===== config.mk =====
export PLATFORM = sky130hd
export DESIGN_NAME = positional_char_list
export DESIGN_NICKNAME = d
export VERILOG_FILES = /design/src/hw/rtl/pcl_pkg.sv /design/src/hw/rtl/pcl_cell.sv /design/src/hw/rtl/positional_char_list.sv
export SDC_FILE = /design/constraint.sdc
export NUM_CORES = 1
export LEC_CHECK = 0
export BUFFER_PORTS_ARGS = -buffer_cell sky130_fd_sc_hd__buf_2
export CAP_MARGIN = 10
export CELL_PAD_IN_SITES_DETAIL_PLACEMENT = 2
export CELL_PAD_IN_SITES_GLOBAL_PLACEMENT = 2
export CORE_AREA = 3 3 227 229
export DETAILED_ROUTE_END_ITERATION = 6
export DIE_AREA = 0 0 230 232
export MAX_ROUTING_LAYER = met4
export PLACE_DENSITY = 0.87
export SLEW_MARGIN = 30
export SYNTH_ARGS = -nofsm -noshare
export SYNTH_HDL_FRONTEND = slang
export SYNTH_HIERARCHICAL = 1
export SYNTH_SLANG_ARGS = --single-unit

===== constraint.sdc =====
create_clock -name clk -period 11.8 [get_ports clk]
set_input_delay 1.77 -clock clk [delete_from_list [all_inputs] [get_ports clk]]
set_output_delay 1.77 -clock clk [all_outputs]
set_load 0.01 [all_outputs]

===== src/hw/rtl/pcl_pkg.sv =====
// Shared types and constants for the positional byte list.
`default_nettype none
package pcl_pkg;
	localparam int DATA_W = 8;
	localparam int CNT_W  = 7;
	localparam int POS_W  = 6;
	localparam int REQ_W  = 3;

	localparam logic [REQ_W-1:0] REQ_INS_FRONT = 3'd0;
	localparam logic [REQ_W-1:0] REQ_INS_POS   = 3'd1;
	localparam logic [REQ_W-1:0] REQ_INS_BACK  = 3'd2;
	localparam logic [REQ_W-1:0] REQ_DEL_FRONT = 3'd3;
	localparam logic [REQ_W-1:0] REQ_DEL_POS   = 3'd4;
	localparam logic [REQ_W-1:0] REQ_DEL_BACK  = 3'd5;
	localparam logic [REQ_W-1:0] REQ_DUMP      = 3'd6;

	typedef enum logic [1:0] {
		ACT_HOLD,
		ACT_INS,
		ACT_DEL,
		ACT_ROT
	} act_t;

	// broadcast to every cell; pos is the insert/delete point or the tail for rotate
	typedef struct packed {
		act_t              act;
		logic [CNT_W-1:0]  pos;
		logic [DATA_W-1:0] din;
	} cell_ctl_t;
endpackage
`default_nettype wire


===== src/hw/rtl/pcl_cell.sv =====
// One storage cell of the list chain.
`default_nettype none
module pcl_cell #(
	parameter int IDX = 0
) (
	input  wire logic                      clk,
	input  wire pcl_pkg::cell_ctl_t        ctl,
	input  wire logic [pcl_pkg::DATA_W-1:0] left,
	input  wire logic [pcl_pkg::DATA_W-1:0] right,
	input  wire logic [pcl_pkg::DATA_W-1:0] head,
	output logic      [pcl_pkg::DATA_W-1:0] data
);
	localparam logic [pcl_pkg::CNT_W-1:0] MY_IDX = pcl_pkg::CNT_W'(IDX);

	logic [pcl_pkg::DATA_W-1:0] data_q;
	logic [pcl_pkg::DATA_W-1:0] data_d;

	always_comb begin
		data_d = data_q;
		unique case (ctl.act)
			pcl_pkg::ACT_HOLD: data_d = data_q;
			pcl_pkg::ACT_INS: begin
				if (MY_IDX > ctl.pos) data_d = left;
				else if (MY_IDX == ctl.pos) data_d = ctl.din;
			end
			pcl_pkg::ACT_DEL: begin
				if (MY_IDX >= ctl.pos) data_d = right;
			end
			pcl_pkg::ACT_ROT: begin
				if (MY_IDX == ctl.pos) data_d = head;
				else if (MY_IDX < ctl.pos) data_d = right;
			end
			default: data_d = data_q;
		endcase
	end

	always_ff @(posedge clk) begin
		data_q <= data_d;
	end

	assign data = data_q;
endmodule
`default_nettype wire


===== src/hw/rtl/positional_char_list.sv =====
// Top level of the positional byte list: request decode, cell chain, result register.
//
//  channel   | handshake        | fields
//  ----------+------------------+-------------------------------------
//  request   | start / busy     | req_type[2:0] value[7:0] position[5:0]
//  result    | strobe (1 cycle) | ok element[7:0] last length[5:0]
//
// Edits shift all cells in parallel; the result appears in the cycle after accept,
// and a new request may follow in the very next cycle.
// A dump rotates the chain once per element with busy high, one result per cycle;
// the chain is back in order when busy drops; an empty list gives one refused result.
// Reset clears the count and control; cell contents are left as they are.
// Results cannot be stalled by the receiver.
`default_nettype none
module positional_char_list #(
	parameter int CAPACITY = 32
) (
	input  wire logic                         clk,
	input  wire logic                         arst_n,
	input  wire logic                         start,
	output logic                              busy,
	input  wire logic [2:0]                   req_type,
	input  wire logic [7:0]                   value,
	input  wire logic [pcl_pkg::POS_W-1:0]    position,
	output logic                              strobe,
	output logic                              ok,
	output logic      [7:0]                   element,
	output logic                              last,
	output logic      [5:0]                   length
);
	localparam int CW = pcl_pkg::CNT_W;
	localparam logic [CW-1:0] CAP_C = CW'(CAPACITY);
	localparam logic [CW-1:0] ONE_C = CW'(1);

	typedef enum logic {
		ST_IDLE,
		ST_DUMP
	} state_t;

	state_t                     state_q;
	logic [CW-1:0]              cnt_q;
	logic [CW-1:0]              dix_q;
	logic                       strobe_q;
	logic                       ok_q;
	logic [pcl_pkg::DATA_W-1:0] element_q;
	logic                       last_q;
	logic [5:0]                 length_q;

	logic [pcl_pkg::DATA_W-1:0] data [CAPACITY];
	pcl_pkg::cell_ctl_t         ctl;

	logic          accept;
	logic [CW-1:0] pos_ext;
	logic [CW-1:0] cnt_m1;
	logic          edit_ok;
	logic [CW-1:0] cnt_d;

	assign accept  = start && (state_q == ST_IDLE);
	assign pos_ext = {1'b0, position};
	assign cnt_m1  = cnt_q - ONE_C;

	always_comb begin
		ctl.act = pcl_pkg::ACT_HOLD;
		ctl.pos = '0;
		ctl.din = value;
		edit_ok = 1'b0;
		cnt_d   = cnt_q;
		if (state_q == ST_DUMP) begin
			ctl.act = pcl_pkg::ACT_ROT;
			ctl.pos = cnt_m1;
		end else if (accept) begin
			unique case (req_type)
				pcl_pkg::REQ_INS_FRONT: begin
					ctl.pos = '0;
					edit_ok = cnt_q < CAP_C;
				end
				pcl_pkg::REQ_INS_POS: begin
					ctl.pos = pos_ext;
					edit_ok = (cnt_q < CAP_C) && ((pos_ext == '0) || (pos_ext < cnt_q));
				end
				pcl_pkg::REQ_INS_BACK: begin
					ctl.pos = cnt_q;
					edit_ok = cnt_q < CAP_C;
				end
				pcl_pkg::REQ_DEL_FRONT: begin
					ctl.pos = '0;
					edit_ok = cnt_q != '0;
				end
				pcl_pkg::REQ_DEL_POS: begin
					ctl.pos = pos_ext;
					edit_ok = pos_ext < cnt_q;
				end
				pcl_pkg::REQ_DEL_BACK: begin
					ctl.pos = cnt_m1;
					edit_ok = cnt_q != '0;
				end
				default: edit_ok = 1'b0;
			endcase
			if (edit_ok) begin
				if (req_type == pcl_pkg::REQ_INS_FRONT || req_type == pcl_pkg::REQ_INS_POS
					|| req_type == pcl_pkg::REQ_INS_BACK) begin
					ctl.act = pcl_pkg::ACT_INS;
					cnt_d   = cnt_q + ONE_C;
				end else begin
					ctl.act = pcl_pkg::ACT_DEL;
					cnt_d   = cnt_m1;
				end
			end
		end
	end

	for (genvar i = 0; i < CAPACITY; i++) begin : g_cell
		logic [pcl_pkg::DATA_W-1:0] left_w;
		logic [pcl_pkg::DATA_W-1:0] right_w;
		if (i == 0) begin : g_first
			assign left_w = '0;
		end else begin : g_mid_l
			assign left_w = data[i-1];
		end
		if (i == CAPACITY - 1) begin : g_last
			assign right_w = '0;
		end else begin : g_mid_r
			assign right_w = data[i+1];
		end
		pcl_cell #(
			.IDX(i)
		) u_cell (
			.clk  (clk),
			.ctl  (ctl),
			.left (left_w),
			.right(right_w),
			.head (data[0]),
			.data (data[i])
		);
	end

	always_ff @(posedge clk or negedge arst_n) begin
		if (!arst_n) begin
			state_q   <= ST_IDLE;
			cnt_q     <= '0;
			dix_q     <= '0;
			strobe_q  <= 1'b0;
			ok_q      <= 1'b0;
			element_q <= '0;
			last_q    <= 1'b0;
			length_q  <= '0;
		end else begin
			strobe_q <= 1'b0;
			unique case (state_q)
				ST_IDLE: begin
					if (accept) begin
						if (req_type == pcl_pkg::REQ_DUMP && cnt_q != '0) begin
							state_q <= ST_DUMP;
							dix_q   <= '0;
						end else begin
							strobe_q  <= 1'b1;
							ok_q      <= edit_ok;
							element_q <= '0;
							last_q    <= 1'b1;
							length_q  <= cnt_d[5:0];
							cnt_q     <= cnt_d;
						end
					end
				end
				ST_DUMP: begin
					strobe_q  <= 1'b1;
					ok_q      <= 1'b1;
					element_q <= data[0];
					last_q    <= dix_q == cnt_m1;
					length_q  <= cnt_q[5:0];
					dix_q     <= dix_q + ONE_C;
					if (dix_q == cnt_m1) state_q <= ST_IDLE;
				end
				default: state_q <= ST_IDLE;
			endcase
		end
	end

	assign busy    = state_q == ST_DUMP;
	assign strobe  = strobe_q;
	assign ok      = ok_q;
	assign element = element_q;
	assign last    = last_q;
	assign length  = length_q;

	a_cnt_range: assert property (@(posedge clk) disable iff (!arst_n)
		cnt_q <= CAP_C) else $error("count above capacity");
	a_busy_emits: assert property (@(posedge clk) disable iff (!arst_n)
		busy |=> strobe) else $error("dump cycle without result");
	a_mid_dump: assert property (@(posedge clk) disable iff (!arst_n)
		strobe && !last |-> busy) else $error("non-last result outside dump");
	a_dump_count: assert property (@(posedge clk) disable iff (!arst_n)
		busy |-> dix_q < cnt_q) else $error("dump index past count");
	a_fail_zero: assert property (@(posedge clk) disable iff (!arst_n)
		strobe && !ok |-> element == '0) else $error("failed result carries data");
endmodule
`default_nettype wire


## Yosys cells after proc, flatten, opt, wreduce, memory -nomap -nowiden

Cells that the tools add are included.

| word-level totals | value |
|---|---|
| output and inout bits | 18 |
| ROM bits | 0 |
| bits in writable memories | 0 |
| memories kept | 0 |
| bits in latches | 0 |
| logic and storage cells | 560 |
| bits of input ports | 20 |
| bits in registers | 288 |

| cells by class | value |
|---|---|
| bitwise operators | 3 |
| reductions and logical operators | 50 |
| $add $sub $neg | 3 |
| shift-type cells | 0 |
| multiply operators | 0 |
| divide/modulo/power cells | 0 |
| multiplexer cells | 224 |
| magnitude comparators | 98 |
| eq/ne operators | 141 |

Operators by type and width:

| operator | number |
|---|---|
| $mux 8 | 162 |
| $pmux 8 s3 | 32 |
| $ne 3x1->1 const B | 63 |
| $reduce_and 4->1 | 32 |
| $eq 5x7->1 const A | 16 |
| $ge 5x7->1 const A | 16 |
| $gt 5x7->1 const A | 16 |
| $lt 5x7->1 const A | 16 |
| $ne 2x1->1 const B | 34 |
| $eq 4x7->1 const A | 8 |
| $ge 4x7->1 const A | 8 |
| $gt 4x7->1 const A | 8 |
| $lt 4x7->1 const A | 8 |
| $eq 3x7->1 const A | 4 |
| $ge 3x7->1 const A | 4 |
| $gt 3x7->1 const A | 4 |
| $lt 3x7->1 const A | 4 |
| $mux 7 | 3 |
| $pmux 7 s3 | 1 |
| $mux 6 | 3 |
| $mux 9 | 2 |
| $pmux 8 s2 | 1 |
| $add 7x1->7 const B | 2 |
| $eq 2x7->1 const A | 2 |
| 34 further kinds | 70 |

## Logic depth before layout (Yosys ltp)

Gate-level depths: netlist (run 1).

| logic depth | value |
|---|---|
| word-level depth | 13 |
| depth in mapped cells | 14 |
| depth with buffers taken out | 11 |

## Hierarchy

Netlist (run 1), hierarchy kept.

By module, submodules not included:

| module | seq. area each (µm²) | area each (µm²) | instances | cells each |
|---|---|---|---|---|
| positional_char_list | 800.8 | 2174.6 | 1 | 237 |
| pcl_cell (g_cell[13].u_cell) | 240.2 | 777.0 | 1 | 76 |
| pcl_cell (g_cell[17].u_cell) | 240.2 | 767.0 | 1 | 76 |
| pcl_cell (g_cell[25].u_cell) | 240.2 | 764.5 | 1 | 94 |
| pcl_cell (g_cell[5].u_cell) | 240.2 | 715.7 | 1 | 76 |
| pcl_cell (g_cell[8].u_cell) | 240.2 | 705.7 | 1 | 68 |
| pcl_cell (g_cell[18].u_cell) | 240.2 | 700.7 | 1 | 78 |
| pcl_cell (g_cell[24].u_cell) | 240.2 | 688.2 | 1 | 58 |
| pcl_cell (g_cell[12].u_cell) | 240.2 | 679.4 | 1 | 75 |
| pcl_cell (g_cell[28].u_cell) | 240.2 | 673.1 | 1 | 75 |
| pcl_cell (g_cell[29].u_cell) | 240.2 | 671.9 | 1 | 75 |
| pcl_cell (g_cell[21].u_cell) | 240.2 | 656.9 | 1 | 55 |
| pcl_cell (g_cell[16].u_cell) | 240.2 | 603.1 | 1 | 65 |
| pcl_cell (g_cell[20].u_cell) | 240.2 | 593.1 | 1 | 49 |
| 19 more rows | - | - | - | - |

## Worst setup path before layout (run 1)

OpenSTA, ideal clock, no wires.

| timing | value |
|---|---|
| path kind | input -> register |
| from | input req_type[0] |
| to | register g_cell[6].u_cell.data_q, in the netlist g_cell[6].u_cell/data[0], enable pin |
| data required time | 11.425 ns |
| buffers on the path | 3 |
| data arrival time | 9.725 ns |
| path slack | 1.700 ns |
| stages on the path | 10 |
| path through | buf_2 > nor2b_1 > clkbuf_1 > a31oi_1 > o31ai_1 > or4_4 > nand2b_1 > clkbuf_1 > nand3_1 > a21oi_1 |

RTL lines:

| element | RTL line | text |
|---|---|---|
| start: declaration | positional_char_list.sv:22 | `input wire logic [2:0] req_type,` |
| end signal: assignment | pcl_cell.sv:38 | `data_q <= data_d;` |
| end: declaration | pcl_cell.sv:15 | `logic [pcl_pkg::DATA_W-1:0] data_q;` |

==> results of run 1 <==
## cells in the final DEF, fill, tap and decap left out, types with 23 or more instances in the layout
cell / Yosys / routed
a211oi_1: 78 / 70
a21oi_1: 139 / 138
a22oi_1: 56 / 56
a31oi_1: 69 / 68
buf_2: 31 / 34
buf_4: 11 / 35
clkbuf_16: 0 / 42
dfrtp_1: 32 / 31
edfxtp_1: 256 / 256
mux2i_1: 380 / 380
nand2_1: 94 / 94
nand2b_1: 34 / 34
nand3_1: 26 / 26
nand4_1: 34 / 34
nor2_1: 104 / 103
nor3_1: 37 / 33
nor4_1: 24 / 23
o21ai_0: 57 / 55
o21ai_1: 35 / 37
o31ai_1: 30 / 29
or3_1: 35 / 35
## flip-flops by register name (all words and copies together), names as in the netlist
name	flops
dix_q	7
busy	1
ok	1
strobe	1
cnt_q	7
length	6
element	8
g_cell.u_cell/data	256
last	1
## path summary, 6_finish.rpt
kind / startpoint / end / slack, ns
worst max-delay path: req_type[0] / g_cell[30].u_cell/data[4] / 5.74
worst min-delay path: element[1] / element[1] / 0.50
worst max register to register: cnt_q[5] / g_cell[20].u_cell/data[2] / 6.60
min in group asynchronous: arst_n / element[2] / 1.28
worst min register to register: element[1] / element[1] / 0.50
max in group asynchronous: arst_n / busy / 10.01
## worst reg2reg max path, delay by kind of cell (launching register included)
family          cells  cell delay (ns)
flops               1             0.55
compound gates      3             1.12
simple gates        4             1.37
fa+ha+maj           1             0.35
buf+inv             2             1.08
mux                 2             0.44
## metal layers
layer  up-vias  global-route usage, %  routed length (um)  part of all wire [%]
li1       8168                      -                   -                     -
met1      9802                   40.9               35600                    42
met2       761                   50.8               39600                    47
met3       225                   3.70                4950                   5.9
met4         0                   13.7                3660                   4.4
met5         -                      -                   0                     0
## cell families after synthesis
logic type      count (synthesis)
compound gates                592
simple gates                  579
mux                           398
flops                         288
buf+inv                       164
xor+xnor                       26
fa+ha+maj                      10
other cells                     1
## final cells by class
class                           instances  area share, %
Clock buffer                           55           4.78
Clock inverter                         11          0.562
Inverter                               19          0.299
Sequential cell                       288           35.6
Tap cell                              672           3.53
Multi-Input combinational cell       1613           53.2
Timing Repair Buffer                   72           2.03
## through the flow
stage               util [%]  setup slack, ns  area, um2
floorplan                  -             1.70      21800
global placement        45.0             5.01      22400
detailed placement      45.1             4.98      22500
CTS                     47.7             5.54      23800
global route            47.8             5.45      23800
finish                  47.8             5.74      23800
==> results by group, run 1 <==
Outcome
  • Result of the run: completed

Finish
  • Share of cells above drive strength 1: 14.8%
  • Final non-filler cell total: 2730
  • Total Nets Final: 2061
  • # fillers: 5112
  • Area of the multi-input gates: ~0.013 mm2
  • Area delta synth->final: 9.48%
  • N_diodes: 0
  • Register area: 0.00849 mm2

Routing
  • Routed len/inst: roughly 31 um
  • DRT iter0 DRCs: 1952
  • Drt drc: 0
  • Routed Antenna Nets: 0
  • Drt total wl: 83800 um
  • Vias per std cell: 6.94
  • TritonRoute pass-1 iters: 6
  • DR vias: 18956

Synthesis
  • Ys Warns: 6
  • Xor-xnor portion of the synthesized cell area: 1.05%
  • Synth Area in Simple Gates: ~18%
  • Syn Area/Cell: 10.6 um2
  • Synth Area in Compound Gates: 19.1%
  • Post-synth ARST share: approximately 11%
  • Synth Cell Area: 0.0218 mm2
  • #FFs+latches synth: about 290
  • Area leader, netlist: edfxtp_1
  • Register area share after synthesis: 39.0%
  • Most common cell in the netlist: mux2i_1
  • Mux cell area share after synthesis: 18.4%
  • Share of the synthesized area in the top cell type: approximately a third
  • Adder-cell share of the synthesized area: 0.563%
  • Area contributors post-synth: edfxtp_1 35%, mux2i_1 17%, dfrtp_1 3.7%
  • Post-synth EDFFs: around 260
  • Post-synth cell types: 119
  • Most common library cells after synthesis: 380 x mux2i_1, 256 x edfxtp_1, 139 x a21oi_1
  • Largest family of logic cells by synthesized area: compound AO/OA/AOI/OAI gates
  • Most common flop cell mapped by yosys: edfxtp_1
  • Syn Inst Count: 2058

Setup path
  • Setup CP Type: in -> reg
  • Slowest-stage cell, CP: o22ai_4
  • Startpoint types: primary input
  • Worst setup EP type: flop
  • Slowest cell delay on critical path: 0.86 ns
  • CP max FO: 59
  • Levels on crit path: 9
  • Req. time, crit path: 11.99 ns
  • CP Data Arrival Time: 6.26 ns
  • Critical path buffers and inverters: 2
  • Largest delay share family, worst path: compound AO/OA/AOI/OAI gates
  • R2R cell count: 12
  • CP Cell Sequence: buf_2, nor2b_1, a31oi_2, o22ai_4, buf_4, and4_4, or3_1, nor2_1, a211oi_2

STA
  • Max Clock Skew: 0.0195 ns
  • Slew headroom: 30.4%
  • Period utilisation layout: 51.4%
  • Setup TNS: 0 ns
  • Peak Freq: between 150 and 200 MHz
  • RSZ-0062 raised after global routing: no
  • Finish-stage setup viols: 0
  • Fin. Hold Viols: 0
  • Hold_ws: 0.504 ns
  • Final min period: 6.06 ns
  • Slew Viols, Final: 0
  • Worst Tran Pin Value: about 1.0 ns

Clock network
  • Num CTS Buffers: 38
  • Post-CTS Setup Bufs: 0
  • Worst-Skew Late Latency: ~0.57 ns
  • Reg clk slew, reported paths: 0.06 ns
  • Clk sink count: 288
  • Root buf cell: clkbuf_16
  • TritonCTS clock tree: built
  • Cts-stage hold buffer count: 0
  • Htree depth: 2
  • CTS resizes: 0
  • Clock Tree Buf Depth: 3

Placed design
  • Inst Count DP: 2664
  • Hpwl dp: 51200 um
  • RePlAce Congestion: approximately 0.84
  • PortBufs: 37

Global routing
  • Vias in the first global route: roughly 20000
  • First-pass GRT wire length: 129000 um
  • GR Overflow Total: 0
  • Largest net degree at the start of global routing: around 190
  • All-Layer GR Usage: 31.7%
  • Antenna violations before repair: 0

Floorplan
  • Vert. Die Dim: 232 um
  • Cell Rows: 82
  • Core area: 0.0499 mm2
  • Initial core utilization: ~44%
  • Die ar.: 0.0534 mm2
  • DIE WIDTH: 230 um
  • Top Ports: 38

Min path
  • Hold-critical path depth: 1
  • Hold/Removal Path Class: reg -> reg

Run
  • Max Cap Viol: 0
Power of run 1 is left out: the tool's default activity adds up to more than one toggle a clock period on the data nets, which glitch-free logic cannot reach.
==> run 2: changes to the inputs <==
- ABC_AREA: not set -> 1
- CORE_AREA: 3 3 227 229 -> 3 3 290 292
- DIE_AREA: 0 0 230 232 -> 0 0 293 295
- PLACE_DENSITY: 0.87 -> 0.82
- clock period: 11.8 -> 4.95 ns (I/O delays scaled with it)
==> results by group, run 2 <==
Setup path
  • Cell repeated most along the worst path: nand2_1
  • Worst Setup SP: cnt_q[2]
  • Slowest cell delay on critical path: 0.56 ns
  • Crit path capture: g_cell[17].u_cell/data[3]
  • Worst setup EP type: flop
  • Critical path buffers and inverters: 5
  • R2R cell count: 18
  • Reg2Reg Setup Slack: 1.04 ns
  • CP Cell Sequence: inv_2, ha_1, nand2_1, inv_1, nand2_1, nand2_1, nand2_1, nand3_1, nand2_1, inv_2, o21ai_4, buf_4, clkinv_1, nor2_1, nand2_1, nand2_1, nand2_1, nand2_1
  • Slowest-stage cell, CP: dfrtp_1
  • CP max FO: 26
  • Req. time, crit path: 5.39 ns
  • Worst flop-to-flop path endpoint: g_cell[17].u_cell/data[3]
  • Largest delay share family, worst path: simple AND/OR/NAND/NOR gates
  • CP Data Arrival Time: 4.35 ns
  • Worst reg2reg startpoint: cnt_q[2]
  • Levels on crit path: 18
  • Setup CP Type: reg -> reg
  • Startpoint types: flop

Synthesis
  • Register area share after synthesis: roughly a third
  • Most common flop cell mapped by yosys: edfxtp_1
  • Syn Area/Cell: between 6 and 7 um2
  • Share of the synthesized area in the top cell type: roughly 29%
  • Post-synth cell types: 67
  • Synth Cell Area: 0.0269 mm2
  • Most common library cells after synthesis: 1403 x nand2_1, 727 x inv_1, 617 x nand3_1
  • Syn Inst Count: 4057
  • Most common cell in the netlist: nand2_1
  • Area contributors post-synth: edfxtp_1 29%, nand2_1 20%, nand3_1 11%
  • Post-synth EDFFs: around 260
  • Area leader, netlist: edfxtp_1
  • #FFs+latches synth: 288
  • Post-synth ARST share: 11.1%
  • Ys Warns: 6

Global routing
  • First-pass GRT wire length: 177000 um
  • Largest net degree at the start of global routing: 57
  • Vias in the first global route: 29834
  • Met2 Use GR: 47.8%
  • Met3 usage: 2.93%
  • Antenna violations before repair: 3
  • All-Layer GR Usage: approximately 27%
  • Met1 GRT Util: 33.0%
  • GR Overflow Total: 0
  • Busiest grt layer: met2

Routing
  • Drt drc: 0
  • TritonRoute pass-1 iters: 6
  • DRT iter0 DRCs: 1625
  • Routed Antenna Nets: 0
  • Vias per std cell: 5.22
  • Drt total wl: 115000 um
  • Routed len/inst: 21.8 um
  • DR vias: about 28000

Floorplan
  • Core area: 0.0818 mm2
  • Vert. Die Dim: 295 um
  • Top Ports: 38
  • Initial core utilization: 32.9%
  • DIE WIDTH: 293 um
  • Cell Rows: 105
  • Die ar.: 0.0864 mm2

Clock network
  • Cts-stage hold buffer count: 0
  • Root buf cell: clkbuf_16
  • Num CTS Buffers: 38
  • Post-CTS Setup Bufs: 0
  • TritonCTS clock tree: built
  • Reg clk slew, reported paths: about 0.06 ns
  • CTS resizes: 0
  • Worst-Skew Late Latency: 0.59 ns
  • Clk sink count: 288
  • Clock Tree Buf Depth: 3
  • Htree depth: 2

Placed design
  • RePlAce Congestion: 0.854
  • Hpwl dp: approximately 80000 um
  • PortBufs: 37
  • Place WS: about 0.76 ns
  • Inst Count DP: 5219

STA
  • Peak Freq: 256 MHz
  • Period utilisation layout: 79.0%
  • Slew Viols, Final: 0
  • Worst Tran Pin Value: 0.968 ns
  • RSZ-0062 raised after global routing: no
  • Final min period: just under 4 ns
  • Slew headroom: approximately 35%
  • Final Worst Setup Slack: 1.04 ns
  • Finish-stage setup viols: 0
  • Max Clock Skew: 0.0177 ns
  • Setup TNS: 0 ns
  • Fin. Hold Viols: 0

Finish
  • N_diodes: 0
  • Commonest non-fill, non-tap cell in the layout: nand2_1
  • Area delta synth->final: 12.3%
  • Max reg flops: 256
  • Total Nets Final: 4218
  • Share of cells above drive strength 1: 14.9%
  • Final non-filler cell total: 5288
  • # fillers: 9985
  • Commonest cells after routing, fill and taps aside: 1402 x nand2_1, 727 x inv_1, 617 x nand3_1, 256 x edfxtp_1, 147 x nor2_1

Outcome
  • Result of the run: completed

Run
  • Max Cap Viol: 0

Min path
  • Hold/Removal Path Class: in -> async
==> run 2: changes by cell type in the layout (fill, tap and decap cells not counted), sizes merged, moves of 68 or more <==
| cell | previous run | this run |
|---|---|---|
| nand2 | 97 | 1532 |
| inv | 19 | 816 |
| nand3 | 29 | 638 |
| mux2i | 380 | 0 |
| nor2 | 107 | 254 |
| nand3b | 3 | 133 |
| a21oi | 139 | 35 |
| a211oi | 79 | 0 |
| a31oi | 69 | 1 |
==> run 2: worst min-delay path by stage <==
| stage | slack [ns] | endpoint | from |
|---|---|---|---|
| 3_5_place_dp | 0.48 | element[7] | element[7] |
| 2_1_floorplan | 0.45 | busy | arst_n |
| 5_1_grt | 0.30 | cnt_q[5] | arst_n |
| 6_report | 0.26 | cnt_q[6] | arst_n |
| 3_3_place_gp | 0.47 | length[0] | length[0] |
| 4_1_cts | 0.26 | last | arst_n |
==> run 2: through the flow <==
step / area [um2] / hold WS [ns] / util, %
global route: 30200 / 0.301 / 36.9
CTS: 30200 / 0.259 / 36.9
floorplan: 27000 / 0.447 / -
global placement: 28900 / 0.469 / 35.3
detailed placement: 28900 / 0.484 / 35.4
finish: 30200 / 0.262 / 36.9
==> run 2: layout make-up <==
| type | count | area [um2] | area share (%) |
|---|---|---|---|
| multi-input cells | 2894 | 15000 | 49.6 |
| flip-flops and latches | 288 | 8490 | 28.1 |
| inverters | 843 | 3180 | 10.5 |
| well taps | 1070 | 1340 | 4.43 |
| clock buffers | 49 | 1010 | 3.35 |
| repair buffers | 124 | 955 | 3.16 |
| clock inverters | 20 | 243 | 0.803 |
==> run 2: cells by family after synthesis <==
| family | share of synthesized area (%) |
|---|---|
| compound gates | 4.38 |
| xor+xnor | 0.646 |
| fa+ha+maj | 0.418 |
| buf+inv | 13.4 |
| flops | 31.5 |
| other cells | 0.0139 |
| simple gates | 49.6 |
==> run 2: worst reg2reg max path, cell delays in order, from the launching register on <==
cell and delay (ns):
dfrtp_1 0.56, inv_2 0.16, ha_1 0.32, nand2_1 0.07, inv_1 0.04, nand2_1 0.05
nand2_1 0.05, nand2_1 0.09, nand3_1 0.10, nand2_1 0.10, inv_2 0.07, o21ai_4 0.43
buf_4 0.46, clkinv_1 0.38, nor2_1 0.52, nand2_1 0.11, nand2_1 0.09, nand2_1 0.07
nand2_1 0.08
==> run 2: per-layer routing <==
metal | part of all wire [%] | vias up
li1 | - | 12998
met1 | 43 | 13818
met2 | 50 | 533
met3 | 4.1 | 228
met4 | 3.0 | 0
met5 | 0 | -
Power of run 2 is left out for the same reason.
